### src/normal_angle_colorizer_macros.svh
// ---------------------------------------------------------------------------
// normal_angle_colorizer assertion macros
// concurrent checks clocked on clk and disabled while rst_n is low
// ---------------------------------------------------------------------------
`ifndef NORMAL_ANGLE_COLORIZER_MACROS_SVH
`define NORMAL_ANGLE_COLORIZER_MACROS_SVH

// same-cycle implication
`define NAC_ASSERT_IMPL(label, ante, cons, msg) \
    label: assert property (@(posedge clk) disable iff (!rst_n) (ante) |-> (cons)) \
        else $error(msg);

// next-cycle implication
`define NAC_ASSERT_NEXT(label, ante, cons, msg) \
    label: assert property (@(posedge clk) disable iff (!rst_n) (ante) |=> (cons)) \
        else $error(msg);

`endif

### src/nac_pkg.sv
// ---------------------------------------------------------------------------
// nac_pkg
// shared types and constants of the normal angle colorizer
// ---------------------------------------------------------------------------
`timescale 1ns / 1ps

package nac_pkg;

    localparam int XW = 36;   // cordic x/y width
    localparam int ZW = 20;   // cordic angle width, Q16 radians
    localparam int DW = 25;   // offset width

    localparam int PI_Q16      = 205887;
    localparam int PI3_Q16     = 68629;
    localparam int TWO_PI3_Q16 = 137258;
    localparam int HALF_PI_Q16 = 102944;

    // config register indexes
    typedef enum logic [2:0] {
        REG_ORIGIN_X   = 3'd0,
        REG_ORIGIN_Y   = 3'd1,
        REG_RADIUS_SQ  = 3'd2,
        REG_COLOR_MODE = 3'd3,
        REG_BRIGHTNESS = 3'd4
    } cfg_index_t;

    // per-item data that rides along the cordic chain
    typedef struct packed {
        logic                 vis;
        logic                 zero;
        logic                 ny_neg;
        logic signed [DW-1:0] dx;
        logic signed [DW-1:0] dy;
    } side_t;

    // atan(2^-i) in Q16 radians
    function automatic logic signed [ZW-1:0] atan_of(input int i);
        logic signed [ZW-1:0] a;
        case (i)
            0:       a = 20'sd51472;
            1:       a = 20'sd30386;
            2:       a = 20'sd16055;
            3:       a = 20'sd8150;
            4:       a = 20'sd4091;
            5:       a = 20'sd2047;
            6:       a = 20'sd1024;
            7:       a = 20'sd512;
            8:       a = 20'sd256;
            9:       a = 20'sd128;
            10:      a = 20'sd64;
            11:      a = 20'sd32;
            12:      a = 20'sd16;
            13:      a = 20'sd8;
            14:      a = 20'sd4;
            15:      a = 20'sd2;
            16:      a = 20'sd1;
            default: a = 20'sd0;
        endcase
        return a;
    endfunction

endpackage

### src/nac_cordic_cell.sv
// ---------------------------------------------------------------------------
// nac_cordic_cell
// one registered vectoring cordic iteration with its side data
// ---------------------------------------------------------------------------
`timescale 1ns / 1ps

module nac_cordic_cell #(
    parameter int STAGE = 0
) (
    input  logic                          clk,
    input  logic                          rst_n,
    input  logic                          in_valid,
    input  logic signed [nac_pkg::XW-1:0] in_x,
    input  logic signed [nac_pkg::XW-1:0] in_y,
    input  logic signed [nac_pkg::ZW-1:0] in_z,
    input  nac_pkg::side_t                in_side,
    output logic                          out_valid,
    output logic signed [nac_pkg::XW-1:0] out_x,
    output logic signed [nac_pkg::XW-1:0] out_y,
    output logic signed [nac_pkg::ZW-1:0] out_z,
    output nac_pkg::side_t                out_side
);
    import nac_pkg::*;

    localparam logic signed [ZW-1:0] ATAN = atan_of(STAGE);

    logic                 valid_reg;
    logic signed [XW-1:0] x_reg, y_reg, x_next, y_next;
    logic signed [ZW-1:0] z_reg, z_next;
    side_t                side_reg;
    logic signed [XW-1:0] xs, ys;

    assign xs = in_x >>> STAGE;
    assign ys = in_y >>> STAGE;

    // rotate toward the x axis
    always_comb
    begin
        if (!in_y[XW-1])
        begin
            x_next = in_x + ys;
            y_next = in_y - xs;
            z_next = in_z + ATAN;
        end
        else
        begin
            x_next = in_x - ys;
            y_next = in_y + xs;
            z_next = in_z - ATAN;
        end
    end

    always_ff @(posedge clk or negedge rst_n)
    begin
        if (!rst_n)
            valid_reg <= 1'b0;
        else
            valid_reg <= in_valid;
    end

    always_ff @(posedge clk)
    begin
        x_reg    <= x_next;
        y_reg    <= y_next;
        z_reg    <= z_next;
        side_reg <= in_side;
    end

    assign out_valid = valid_reg;
    assign out_x     = x_reg;
    assign out_y     = y_reg;
    assign out_z     = z_reg;
    assign out_side  = side_reg;

endmodule

### config.mk
export PLATFORM = sky130hd
export DESIGN_NAME = nac_cordic_cell
export DESIGN_NICKNAME = d
export VERILOG_FILES = /design/src/normal_angle_colorizer_macros.svh /design/src/nac_pkg.sv /design/src/nac_cordic_cell.sv
export SDC_FILE = /design/constraint.sdc
export NUM_CORES = 1
export LEC_CHECK = 0
export ABC_CLOCK_PERIOD_IN_PS = 800
export BUFFER_PORTS_ARGS = -buffer_cell sky130_fd_sc_hd__buf_2
export CAP_MARGIN = 20
export CORE_MARGIN = 2
export CORE_UTILIZATION = 40
export DETAILED_ROUTE_END_ITERATION = 10
export HOLD_SLACK_MARGIN = 0.08
export PLACE_DENSITY = 0.75
export SYNTH_ARGS = -nofsm -noshare
export SYNTH_HDL_FRONTEND = slang
export SYNTH_SLANG_ARGS = --single-unit
### constraint.sdc
create_clock -name clk -period 0.8 [get_ports clk]
set_input_delay 0 -clock clk [delete_from_list [all_inputs] [get_ports clk]]
set_output_delay 0 -clock clk [all_outputs]
set_load 0.005 [all_outputs]
==> results.toml <==
[global_route]
gr-max-usage-layer = "met2"
antenna_found_initial = 4
gr-total-overflow = 0
grtUsageMet3_pct = 4.711
use_met1_pct = 36.83
grt_pass1_wl_mm = 63.85
grt_use_met2_pct = 54.60
grt_usage_pct = 30.51
grt_max_degree = 70
grt_pass1_vias = 12467

[power]
report.power.total_mw = 32.18
power_density_nw_per_um2 = 1653
ir_worst_vdd_uv = 1442
p_leak_nw = 9.158

[setup_path]
end_kind = "flip-flop"
startpoint_type = "input pin"
cp.arrival_ns = 2.50
crit_slowest_cell = "a2111o_1"
worstPathRequired_ns = 1.13
critPathKind = "input pin to flip-flop"
path_cells = "buf_8 -> inv_8 -> ha_4 -> and2b_1 -> nor2_2 -> o31ai_4 -> a21oi_4 -> a2111o_1 -> a21o_1 -> o311ai_4 -> a21oi_2 -> xor2_1"
slowest_delay_ns = 0.55
cp_max_fo = 3
critPathLaunch = "in_x[11]"

[sta]
hold_viol = 3
max_freq_mhz = 460.0
fin_crit_sh_pct = 271.7
rsz0062_at_grt = "yes"
worst_slack_ns = -1.374
slew_viol_final = 0
fin_worst_hold_slack_ns = -0.04768
final.setup.tns_ns = -89.04
fin_crit_ns = 2.174
worst_pin_slew_ns = 1.045
relSlewSlack_pct = 30.36
setup_violations = 228

[die]
die_x_microns = 162.6
fp.dieArea_sq_um = 26450
io_pins = 294
die_h_microns = 162.6
row_count = 58
start_util_pct = 40.32
fp.coreArea_sq_um = 24960

[clock_tree]
path_clk_slew_ns = 0.09
cts_tree = "yes"
clockBufferDepth = 2
cts_root_buf = "clkbuf_16"
h-tree-depth = 4
cts.sinks = 145
numCtsBuffers = 17

[yosys]
syn-num-nets = 1480
synth-edff-count = 0
synth-seq-area-share_pct = 28.89
netlist_area_sq_um = 10070
synth_cell_type_count = 91
syn-instance-count = 1209
ys_ff_latch = 145
syn_area_per_cell_sq_um = 8.326
synth_ff_type = "dfxtp_1"
yosysWarnings = 0
async_flop_share_pct = 0.6897

[placement]
port_buffers = 293
gp_congestion = 0.9647
dp_slack_ns = -1.768
place.detailed.hpwl_mm = 30.37
place_area_sq_um = 15350

[final_layout]
layout-drive-gt1-share_pct = 59.50
area_delta_synth_final_pct = 93.37
final_util_pct = 77.97
fillers = 1510
finalInstanceArea_sq_um = 19460
final_nets = 2278

[routing]
antenna_left = 0
drt_wl_total_mm = 49.61
drc = 0
vias_per_cell = 5.595
vias = 13177
drt_iter0_drc = 1106
first_pass_iters = 6
wl_per_cell_microns = 21.06

[outcome]
outcome = "finished with violations"
violations = "negative hold slack, negative setup slack"

[job]
drv_cap = 0

[min_path]
hold_start = "in_z[18]"
hp-class = "input pin to flip-flop"
[where the power goes]
part / internal (mW) / switching, mW
clock network: 4.24 / 4.21
logic: 7.53 / 7.20
registers: 8.52 / 0.487
total: 20.3 / 11.9
[kinds of logic after synthesis]
group                    count (synthesis)  synth area share (%)
XOR/XNOR                                79                 6.874
adder cells (fa/ha/maj)                123                 15.59
buffers and inverters                  168                 6.911
AO/OA/AOI/OAI                          403                 26.60
flip-flops                             145                 28.89
multiplexers                            15                 1.504
AND/OR/NAND/NOR                        276                 13.64
[placed cells by master (no fill, tap or decap), types with 65 or more instances in the layout]
master         synthesis  final
dfxtp_1              144     78
nor2_1                92     68
ha_1                 119     80
dlygate4sd3_1          0     65
buf_2                 16    223
inv_1                105     83
dfxtp_2                0     66
buf_4                  3    413
buf_6                  4    111
a21oi_1              132     72
[final timing paths]
path,cells after the start,end
max in group asynchronous,3,out_valid$_DFF_PN0_
min in group asynchronous,3,out_valid$_DFF_PN0_
min,4,out_z[19]$_DFF_P_
max,12,out_y[34]$_DFF_P_
[state kept, by name, summed over array words and instances, names as in the netlist]
| name | flops |
|---|---|
| out_side | 53 |
| out_y | 36 |
| out_x | 35 |
| out_z | 20 |
| out_valid | 1 |
[per-stage QoR]
step / hold WS [ns] / std cells
3_5_place_dp: -0.2245 / 2167
6_report: -0.04768 / 2355
5_1_grt: -0.02153 / 2355
2_1_floorplan: -0.2956 / 1209
3_3_place_gp: -0.2255 / 2167
4_1_cts: -0.04158 / 2298
[synthesized netlist by cell type (all sizes together), types with 4 or more instances]
library cell | n | area share, %
dfxtp | 144 | 29
a21oi | 134 | 6.8
ha | 119 | 15
inv | 113 | 4.2
nor2 | 93 | 3.5
o21ai | 80 | 4.0
xnor2 | 65 | 5.7
nand2 | 63 | 2.4
a21o | 44 | 3.3
buf | 31 | 1.8
o21bai | 27 | 2.1
clkbuf | 21 | 0.78
a211oi | 19 | 1.5
nor3 | 16 | 0.90
nor2b | 15 | 0.93
mux2i | 14 | 1.4
o211ai | 14 | 1.0
xor2 | 14 | 1.2
nand4 | 13 | 0.87
nand3 | 12 | 0.60
nor4 | 12 | 0.81
o31ai | 12 | 0.99
nand2b | 11 | 0.68
a31oi | 10 | 0.62
and3 | 9 | 0.56
and2 | 8 | 0.50
o311ai | 8 | 1.0
o21a | 7 | 0.52
or4 | 6 | 0.45
a41oi | 5 | 0.58
o221ai | 5 | 0.67
a21bo | 4 | 0.40
a311oi | 4 | 0.41
fa | 4 | 0.80
nand3b | 4 | 0.30
o31a | 4 | 0.35
or2 | 4 | 0.25
[worst max-delay path, delay by kind of cell]
kind,cells,cell delay [ns]
buffers and inverters,2,0.12
xor gates and xnor gates,1,0.19
and+or+nand+nor,2,0.31
AOI/OAI and AO/OA,6,1.61
adders and majority gates,1,0.24
[what timing repair did]
action                     4_1_cts  5_1_grt
gates cloned                     1        0
pin swaps                      121      158
hold buffers                    65        1
gates resized for setup        224      301
hold endpoints to repair        79       14
setup endpoints to repair      226      228
setup buffers                   36       61
[final cells by class]
class / count / area (sq um) / area share [%]
Antenna cell: 5 / 12.51 / 0.06428
Clock inverter: 15 / 180.2 / 0.9256
Clock buffer: 17 / 425.4 / 2.186
Inverter: 116 / 549.3 / 2.822
Timing Repair Buffer: 831 / 6462 / 33.20
Tap cell: 330 / 412.9 / 2.121
Sequential cell: 145 / 2990 / 15.36
Multi-Input combinational cell: 896 / 8432 / 43.32
[routing by layer]
| metal | part of all wire (%) | vias up |
|---|---|---|
| met5 | 0 | - |
| met4 | 6.4 | 0 |
| met3 | 7.5 | 268 |
| met2 | 49 | 818 |
| met1 | 37 | 6236 |
| li1 | - | 5855 |
(Power assumes the default switching activity.)
