$ cat src/normal_angle_colorizer_macros.svh
// ---------------------------------------------------------------------------
// normal_angle_colorizer assertion macros
// concurrent checks clocked on clk and disabled while rst_n is low
// ---------------------------------------------------------------------------
`ifndef NORMAL_ANGLE_COLORIZER_MACROS_SVH
`define NORMAL_ANGLE_COLORIZER_MACROS_SVH

// same-cycle implication
`define NAC_ASSERT_IMPL(label, ante, cons, msg) \
    label: assert property (@(posedge clk) disable iff (!rst_n) (ante) |-> (cons)) \
        else $error(msg);

// next-cycle implication
`define NAC_ASSERT_NEXT(label, ante, cons, msg) \
    label: assert property (@(posedge clk) disable iff (!rst_n) (ante) |=> (cons)) \
        else $error(msg);

`endif

$ cat src/nac_pkg.sv
// ---------------------------------------------------------------------------
// nac_pkg
// shared types and constants of the normal angle colorizer
// ---------------------------------------------------------------------------
`timescale 1ns / 1ps

package nac_pkg;

    localparam int XW = 36;   // cordic x/y width
    localparam int ZW = 20;   // cordic angle width, Q16 radians
    localparam int DW = 25;   // offset width

    localparam int PI_Q16      = 205887;
    localparam int PI3_Q16     = 68629;
    localparam int TWO_PI3_Q16 = 137258;
    localparam int HALF_PI_Q16 = 102944;

    // config register indexes
    typedef enum logic [2:0] {
        REG_ORIGIN_X   = 3'd0,
        REG_ORIGIN_Y   = 3'd1,
        REG_RADIUS_SQ  = 3'd2,
        REG_COLOR_MODE = 3'd3,
        REG_BRIGHTNESS = 3'd4
    } cfg_index_t;

    // per-item data that rides along the cordic chain
    typedef struct packed {
        logic                 vis;
        logic                 zero;
        logic                 ny_neg;
        logic signed [DW-1:0] dx;
        logic signed [DW-1:0] dy;
    } side_t;

    // atan(2^-i) in Q16 radians
    function automatic logic signed [ZW-1:0] atan_of(input int i);
        logic signed [ZW-1:0] a;
        case (i)
            0:       a = 20'sd51472;
            1:       a = 20'sd30386;
            2:       a = 20'sd16055;
            3:       a = 20'sd8150;
            4:       a = 20'sd4091;
            5:       a = 20'sd2047;
            6:       a = 20'sd1024;
            7:       a = 20'sd512;
            8:       a = 20'sd256;
            9:       a = 20'sd128;
            10:      a = 20'sd64;
            11:      a = 20'sd32;
            12:      a = 20'sd16;
            13:      a = 20'sd8;
            14:      a = 20'sd4;
            15:      a = 20'sd2;
            16:      a = 20'sd1;
            default: a = 20'sd0;
        endcase
        return a;
    endfunction

endpackage

$ cat src/nac_color.sv
// ---------------------------------------------------------------------------
// nac_color
// angle to gradient color, brightness scale and color matrix pipeline
// ---------------------------------------------------------------------------
`timescale 1ns / 1ps

module nac_color (
    input  logic                          clk,
    input  logic                          rst_n,
    input  logic                          in_valid,
    input  logic signed [nac_pkg::ZW-1:0] in_z,
    input  nac_pkg::side_t                in_side,
    input  logic                          color_mode,
    input  logic [12:0]                   brightness,
    output logic                          out_valid,
    output logic                          visible,
    output logic signed [nac_pkg::DW-1:0] offset_x,
    output logic signed [nac_pkg::DW-1:0] offset_y,
    output logic signed [15:0]            red,
    output logic signed [15:0]            green,
    output logic signed [15:0]            blue
);
    import nac_pkg::*;

    localparam logic [15:0] RECIP_PI3     = 16'((64'd1 << 32) / 64'(PI3_Q16));
    localparam logic [15:0] RECIP_TWO_PI3 = 16'((64'd1 << 32) / 64'(TWO_PI3_Q16));

    // rows: red, green, blue; columns: r, g, b
    localparam logic signed [19:0] MAT_COEF [9] = '{
        20'sd212368, -20'sd100739, -20'sd32672,
        -20'sd63521,  20'sd122945,  20'sd2723,
        20'sd3647,   -20'sd13372,   20'sd69292
    };

    logic [6:0] valid_reg;
    side_t      side1_reg, side2_reg, side3_reg, side4_reg, side5_reg, side6_reg;
    logic       tneg1_reg, tneg2_reg;

    // stage 1: clamp angle, form rounded numerator
    logic [17:0]        theta;
    logic signed [19:0] t_val;
    logic               t_neg;
    logic [17:0]        num;
    logic [29:0]        n_next, n1_reg, n2_reg;

    always_comb
    begin
        if (in_side.zero || in_z[ZW-1])
            theta = '0;
        else if (in_z > ZW'(PI_Q16))
            theta = 18'(PI_Q16);
        else
            theta = 18'(in_z);
        t_val = 20'(TWO_PI3_Q16) - $signed({2'b00, theta});
        t_neg = t_val[19];
        num   = t_neg ? 18'(-t_val) : 18'(t_val);
        n_next = {num, 12'b0} + (t_neg ? 30'(PI3_Q16 / 2) : 30'(TWO_PI3_Q16 / 2));
    end

    // stage 2: reciprocal estimate
    logic [45:0] prod2;
    logic [13:0] q0_reg;
    assign prod2 = 46'(n1_reg) * 46'(tneg1_reg ? RECIP_PI3 : RECIP_TWO_PI3);

    // stage 3: one-step correction and clamp
    logic [17:0] den3;
    logic [31:0] qd3, rem3;
    logic [13:0] q3;
    logic [12:0] grad_next, grad_reg;
    logic        tneg3_reg;

    always_comb
    begin
        den3 = tneg2_reg ? 18'(PI3_Q16) : 18'(TWO_PI3_Q16);
        qd3  = 32'(q0_reg) * 32'(den3);
        rem3 = 32'(n2_reg) - qd3;
        q3   = (rem3 >= 32'(den3)) ? q0_reg + 14'd1 : q0_reg;
        grad_next = (q3 > 14'd4096) ? 13'd4096 : 13'(q3);
    end

    // stage 4: color select
    logic [12:0] c_next [3];
    logic [12:0] c_reg  [3];
    logic [12:0] grad_inv;
    assign grad_inv = 13'd4096 - grad_reg;

    always_comb
    begin
        c_next[0] = '0;
        c_next[1] = '0;
        c_next[2] = '0;
        if (!color_mode)
        begin
            c_next[1] = 13'd2048;
            c_next[2] = 13'd4096;
        end
        else if (tneg3_reg)
        begin
            if (side3_reg.ny_neg)
            begin
                c_next[0] = grad_inv;
                c_next[1] = grad_reg;
            end
            else
            begin
                c_next[1] = grad_inv;
                c_next[0] = grad_reg;
            end
        end
        else
        begin
            c_next[2] = grad_reg;
            if (side3_reg.ny_neg)
                c_next[0] = grad_inv;
            else
                c_next[1] = grad_inv;
        end
    end

    // stage 5: brightness scale, stage 6: matrix products
    logic [13:0]        s_reg [3];
    logic signed [34:0] p_reg [9];

    // stage 7: sums, rounding and saturation
    logic signed [36:0] sum7 [3];
    logic signed [20:0] sh7  [3];
    logic signed [15:0] sat7 [3];

    always_comb
    begin
        for (int k = 0; k < 3; k++)
        begin
            sum7[k] = 37'(p_reg[3*k]) + 37'(p_reg[3*k+1]) + 37'(p_reg[3*k+2])
                    + 37'sd32768;
            sh7[k]  = 21'(sum7[k] >>> 16);
            if (sh7[k] > 21'sd32767)
                sat7[k] = 16'sh7fff;
            else if (sh7[k] < -21'sd32768)
                sat7[k] = -16'sh8000;
            else
                sat7[k] = 16'(sh7[k]);
        end
    end

    always_ff @(posedge clk or negedge rst_n)
    begin
        if (!rst_n)
            valid_reg <= '0;
        else
            valid_reg <= {valid_reg[5:0], in_valid};
    end

    always_ff @(posedge clk)
    begin
        side1_reg <= in_side;
        tneg1_reg <= t_neg;
        n1_reg    <= n_next;

        side2_reg <= side1_reg;
        tneg2_reg <= tneg1_reg;
        n2_reg    <= n1_reg;
        q0_reg    <= prod2[45:32];

        side3_reg <= side2_reg;
        tneg3_reg <= tneg2_reg;
        grad_reg  <= grad_next;

        side4_reg <= side3_reg;
        c_reg     <= c_next;

        side5_reg <= side4_reg;
        for (int k = 0; k < 3; k++)
            s_reg[k] <= 14'((26'(c_reg[k]) * 26'(brightness) + 26'd2048) >> 12);

        side6_reg <= side5_reg;
        for (int k = 0; k < 9; k++)
            p_reg[k] <= 35'(MAT_COEF[k]) * 35'($signed({1'b0, s_reg[k % 3]}));

        visible  <= side6_reg.vis;
        offset_x <= side6_reg.dx;
        offset_y <= side6_reg.dy;
        red      <= side6_reg.vis ? sat7[0] : '0;
        green    <= side6_reg.vis ? sat7[1] : '0;
        blue     <= side6_reg.vis ? sat7[2] : '0;
    end

    assign out_valid = valid_reg[6];

endmodule

$ cat config.mk
export PLATFORM = sky130hd
export DESIGN_NAME = nac_color
export DESIGN_NICKNAME = d
export VERILOG_FILES = /design/src/normal_angle_colorizer_macros.svh /design/src/nac_pkg.sv /design/src/nac_color.sv
export SDC_FILE = /design/constraint.sdc
export NUM_CORES = 2
export LEC_CHECK = 0
export BUFFER_PORTS_ARGS = -buffer_cell sky130_fd_sc_hd__buf_4
export CAP_MARGIN = 15
export CORE_MARGIN = 5
export CORE_UTILIZATION = 56
export CTS_CLUSTER_DIAMETER = 50
export DETAILED_ROUTE_END_ITERATION = 7
export PLACE_DENSITY = 0.72
export REMOVE_ABC_BUFFERS = 1
export SYNTH_ARGS = -nofsm -noshare
export SYNTH_HDL_FRONTEND = slang
export SYNTH_SLANG_ARGS = --single-unit
$ cat constraint.sdc
create_clock -name clk -period 9.4 [get_ports clk]
set_input_delay 2.35 -clock clk [delete_from_list [all_inputs] [get_ports clk]]
set_output_delay 2.35 -clock clk [all_outputs]
set_load 0.05 [all_outputs]
==> flow_metrics.tcl <==
set metrics [dict create \
    finalSetupTns_ns 0 \
    cts_tree "yes" \
    finClkSkew_ns 0.101 \
    insertion_delay_ns 0.75 \
    syn_to_final_growth_pct 8.65 \
    status "finished clean" \
    cts.repair.resized 0 \
    slew_violations 0 \
    worstHoldPathType "flip-flop to flip-flop" \
    place.gp.congestion 0.938 \
    cp-start-kind "flip-flop" \
    via_per_inst 5.31 \
    port-buffer-count 189 \
    htree_num_levels 3 \
    dieHeight_um 400 \
    largest_reg_flops 240 \
    io_pins 190 \
    tightest_slew_ns 0.930 \
    overflow 0 \
    clk_pin_slew_ns 0.06 \
    ys_warn_count 0 \
    synth_most_common_cell "inv_1" \
    cp_max_fo 15 \
    synthesis.area_mm2 0.0850 \
    cts_sinks 804 \
    fin_nets 11500 \
    setup_violations 0 \
    rsz0062_at_grt "false" \
    numCtsBuffers 102 \
    period_needed_ns 8.55 \
    initial_core_util 0.561 \
    multi_input_area_mm2 0.0614 \
    synth_edf_count 0 \
    antenna_found_initial 9 \
    synth_area_leaders "fa_1 30%, ha_1 22%, dfxtp_1 19%" \
    ys_top_cells_by_count "1871 x inv_1, 1504 x ha_1, 1258 x fa_1, 797 x dfxtp_1, 541 x nand2_1" \
    root_buffer "clkbuf_16" \
    antenna_left 0 \
    fin_crit_sh 0.910 \
    ff_latch_area_mm2 0.0161 \
    route.detailed.drc 0 \
    final_cell_area_mm2 0.0924 \
    ys.flop_type "dfxtp_1" \
    path_class "flip-flop to flip-flop" \
    fmax_ghz 0.117 \
    synth.ff_latch_count 804 \
    grt_use_total 0.257 \
    cts_max_path_buffers 3 \
    vias 57300 \
    ys_seq_area_frac 0.190 \
    synth_top_area_share 0.296 \
    grt_max_degree 45 \
    placed_area_mm2 0.0888 \
    async_flop_share 0.00871 \
    drive_gt1_frac 0.0593 \
    maxCapViolations 0 \
    hold_viol_final 0 \
    syn_inst 8457 \
    worstSetupEndpointType "flip-flop" \
    cts_hold_buf 0 \
    ys_types 121 \
    rows 143 \
    postCtsSetupRepairBufs 0 \
    grt_pass1_vias 61300 \
    cp.required_ns 9.99 \
    dr.first_iter.drc_count 2908 \
    arrival_ns 9.14 \
    hp-start "side3_reg[52]" \
    drt_pass1_iterations 5 \
    yosys.area.top_type "fa_1" \
    worst_path_largest_cell_delay_ns 0.66 \
    nFillCells 12500 \
    syn_avg_cell_area_um2 10.1 \
    slew_headroom 0.362 \
    coreArea_mm2 0.152 \
    crit_slowest_cell "dfxtp_1" \
    dpl.hpwl_um 168000 \
    grt_pass1_wl_um 324000 \
    die_w_um 400 \
    timing.rr.start "n2_reg[9]" \
    totalWireLength_um 200000 \
    wl_per_cell_um 18.6 \
    crit_start "n2_reg[9]" \
    die-area_mm2 0.160 \
]
## path summary, 6_finish.rpt
| path | to | cells after the start | slack, ns |
|---|---|---|---|
| setup / recovery | grad_reg[1] | 32 | 0.85 |
| hold reg to reg | side4_reg[52] | 0 | 0.32 |
| hold / removal | side4_reg[52] | 0 | 0.32 |
| setup reg to reg | grad_reg[1] | 32 | 0.85 |
| max in group asynchronous | valid_reg[2] | 1 | 7.84 |
| min in group asynchronous | valid_reg[3] | 1 | 1.43 |
## critical path, delay by kind of cell, from the launching register on
| family | cells | cell delay, ns |
|---|---|---|
| simple gates | 10 | 2.03 |
| xor+xnor | 1 | 0.16 |
| compound gates | 6 | 0.95 |
| flops | 1 | 0.66 |
| mux | 1 | 0.22 |
| buf+inv | 6 | 0.67 |
| fa+ha+maj | 8 | 3.66 |
## metrics by stage
stage | cells | setup slack, ns | hold slack [ns] | utilization
5_1_grt | 10800 | 0.312 | 0.323 | 0.610
4_1_cts | 10800 | 0.878 | 0.323 | 0.610
3_5_place_dp | 10600 | 0.580 | 0.312 | 0.586
2_1_floorplan | 8328 | 0.975 | 0.310 | -
6_report | 10800 | 0.848 | 0.319 | 0.610
3_3_place_gp | 10600 | 0.648 | 0.309 | 0.586
## per-layer routing
layer,GRT usage,vias to the layer above,part of all wire,wire [um]
met5,0,-,0.00013,27
met3,0.0332,422,0.045,9090
met2,0.456,1310,0.50,99800
met4,0.105,4,0.047,9340
li1,-,27200,-,-
met1,0.317,28400,0.41,81900
## area by class of cell
cell class | count | area share
flip-flops and latches | 804 | 0.175
repair buffers | 230 | 0.0187
multi-input cells | 5651 | 0.664
diodes | 3 | 0.0000812
clock buffers | 120 | 0.0294
well taps | 2030 | 0.0275
clock inverters | 72 | 0.00947
inverters | 1873 | 0.0761
## cells by family (layout without fill, tap and decap cells)
group / after synthesis / count (layout) / share of synthesized area
fa+ha+maj: 2762 / 2762 / 0.517
xor+xnor: 398 / 398 / 0.0411
mux: 16 / 16 / 0.00193
flops: 804 / 804 / 0.190
compound gates: 913 / 913 / 0.0717
other cells: 2 / 19 / 0.0000883
simple gates: 1546 / 1546 / 0.0888
buf+inv: 2016 / 2295 / 0.0893
## placed cells by master (no fill, tap or decap), types with 17 or more instances in the layout
cell       synthesis  routed
inv_1           1871    1871
ha_1            1504    1504
fa_1            1258    1258
dfxtp_1          797     797
nand2_1          541     541
xnor2_1          283     283
nor2_1           275     275
a21oi_1          264     264
buf_4              3     230
and2_1           229     229
o21ai_0          173     173
xor2_1           114     114
clkbuf_16          0     102
nor3_1            99      99
a21o_1            96      96
nand3_1           93      93
o21a_1            56      56
nor2b_1           53      53
a31oi_1           43      43
or2_2             42      42
and3_1            41      41
o21bai_1          37      37
or3_1             34      34
nand4_1           33      33
nand2b_1          29      29
o31ai_1           20      20
a21boi_0          17      17
Power is not shown: default switching activity piles up to over one toggle a cycle in this logic, so the estimate is an artifact.
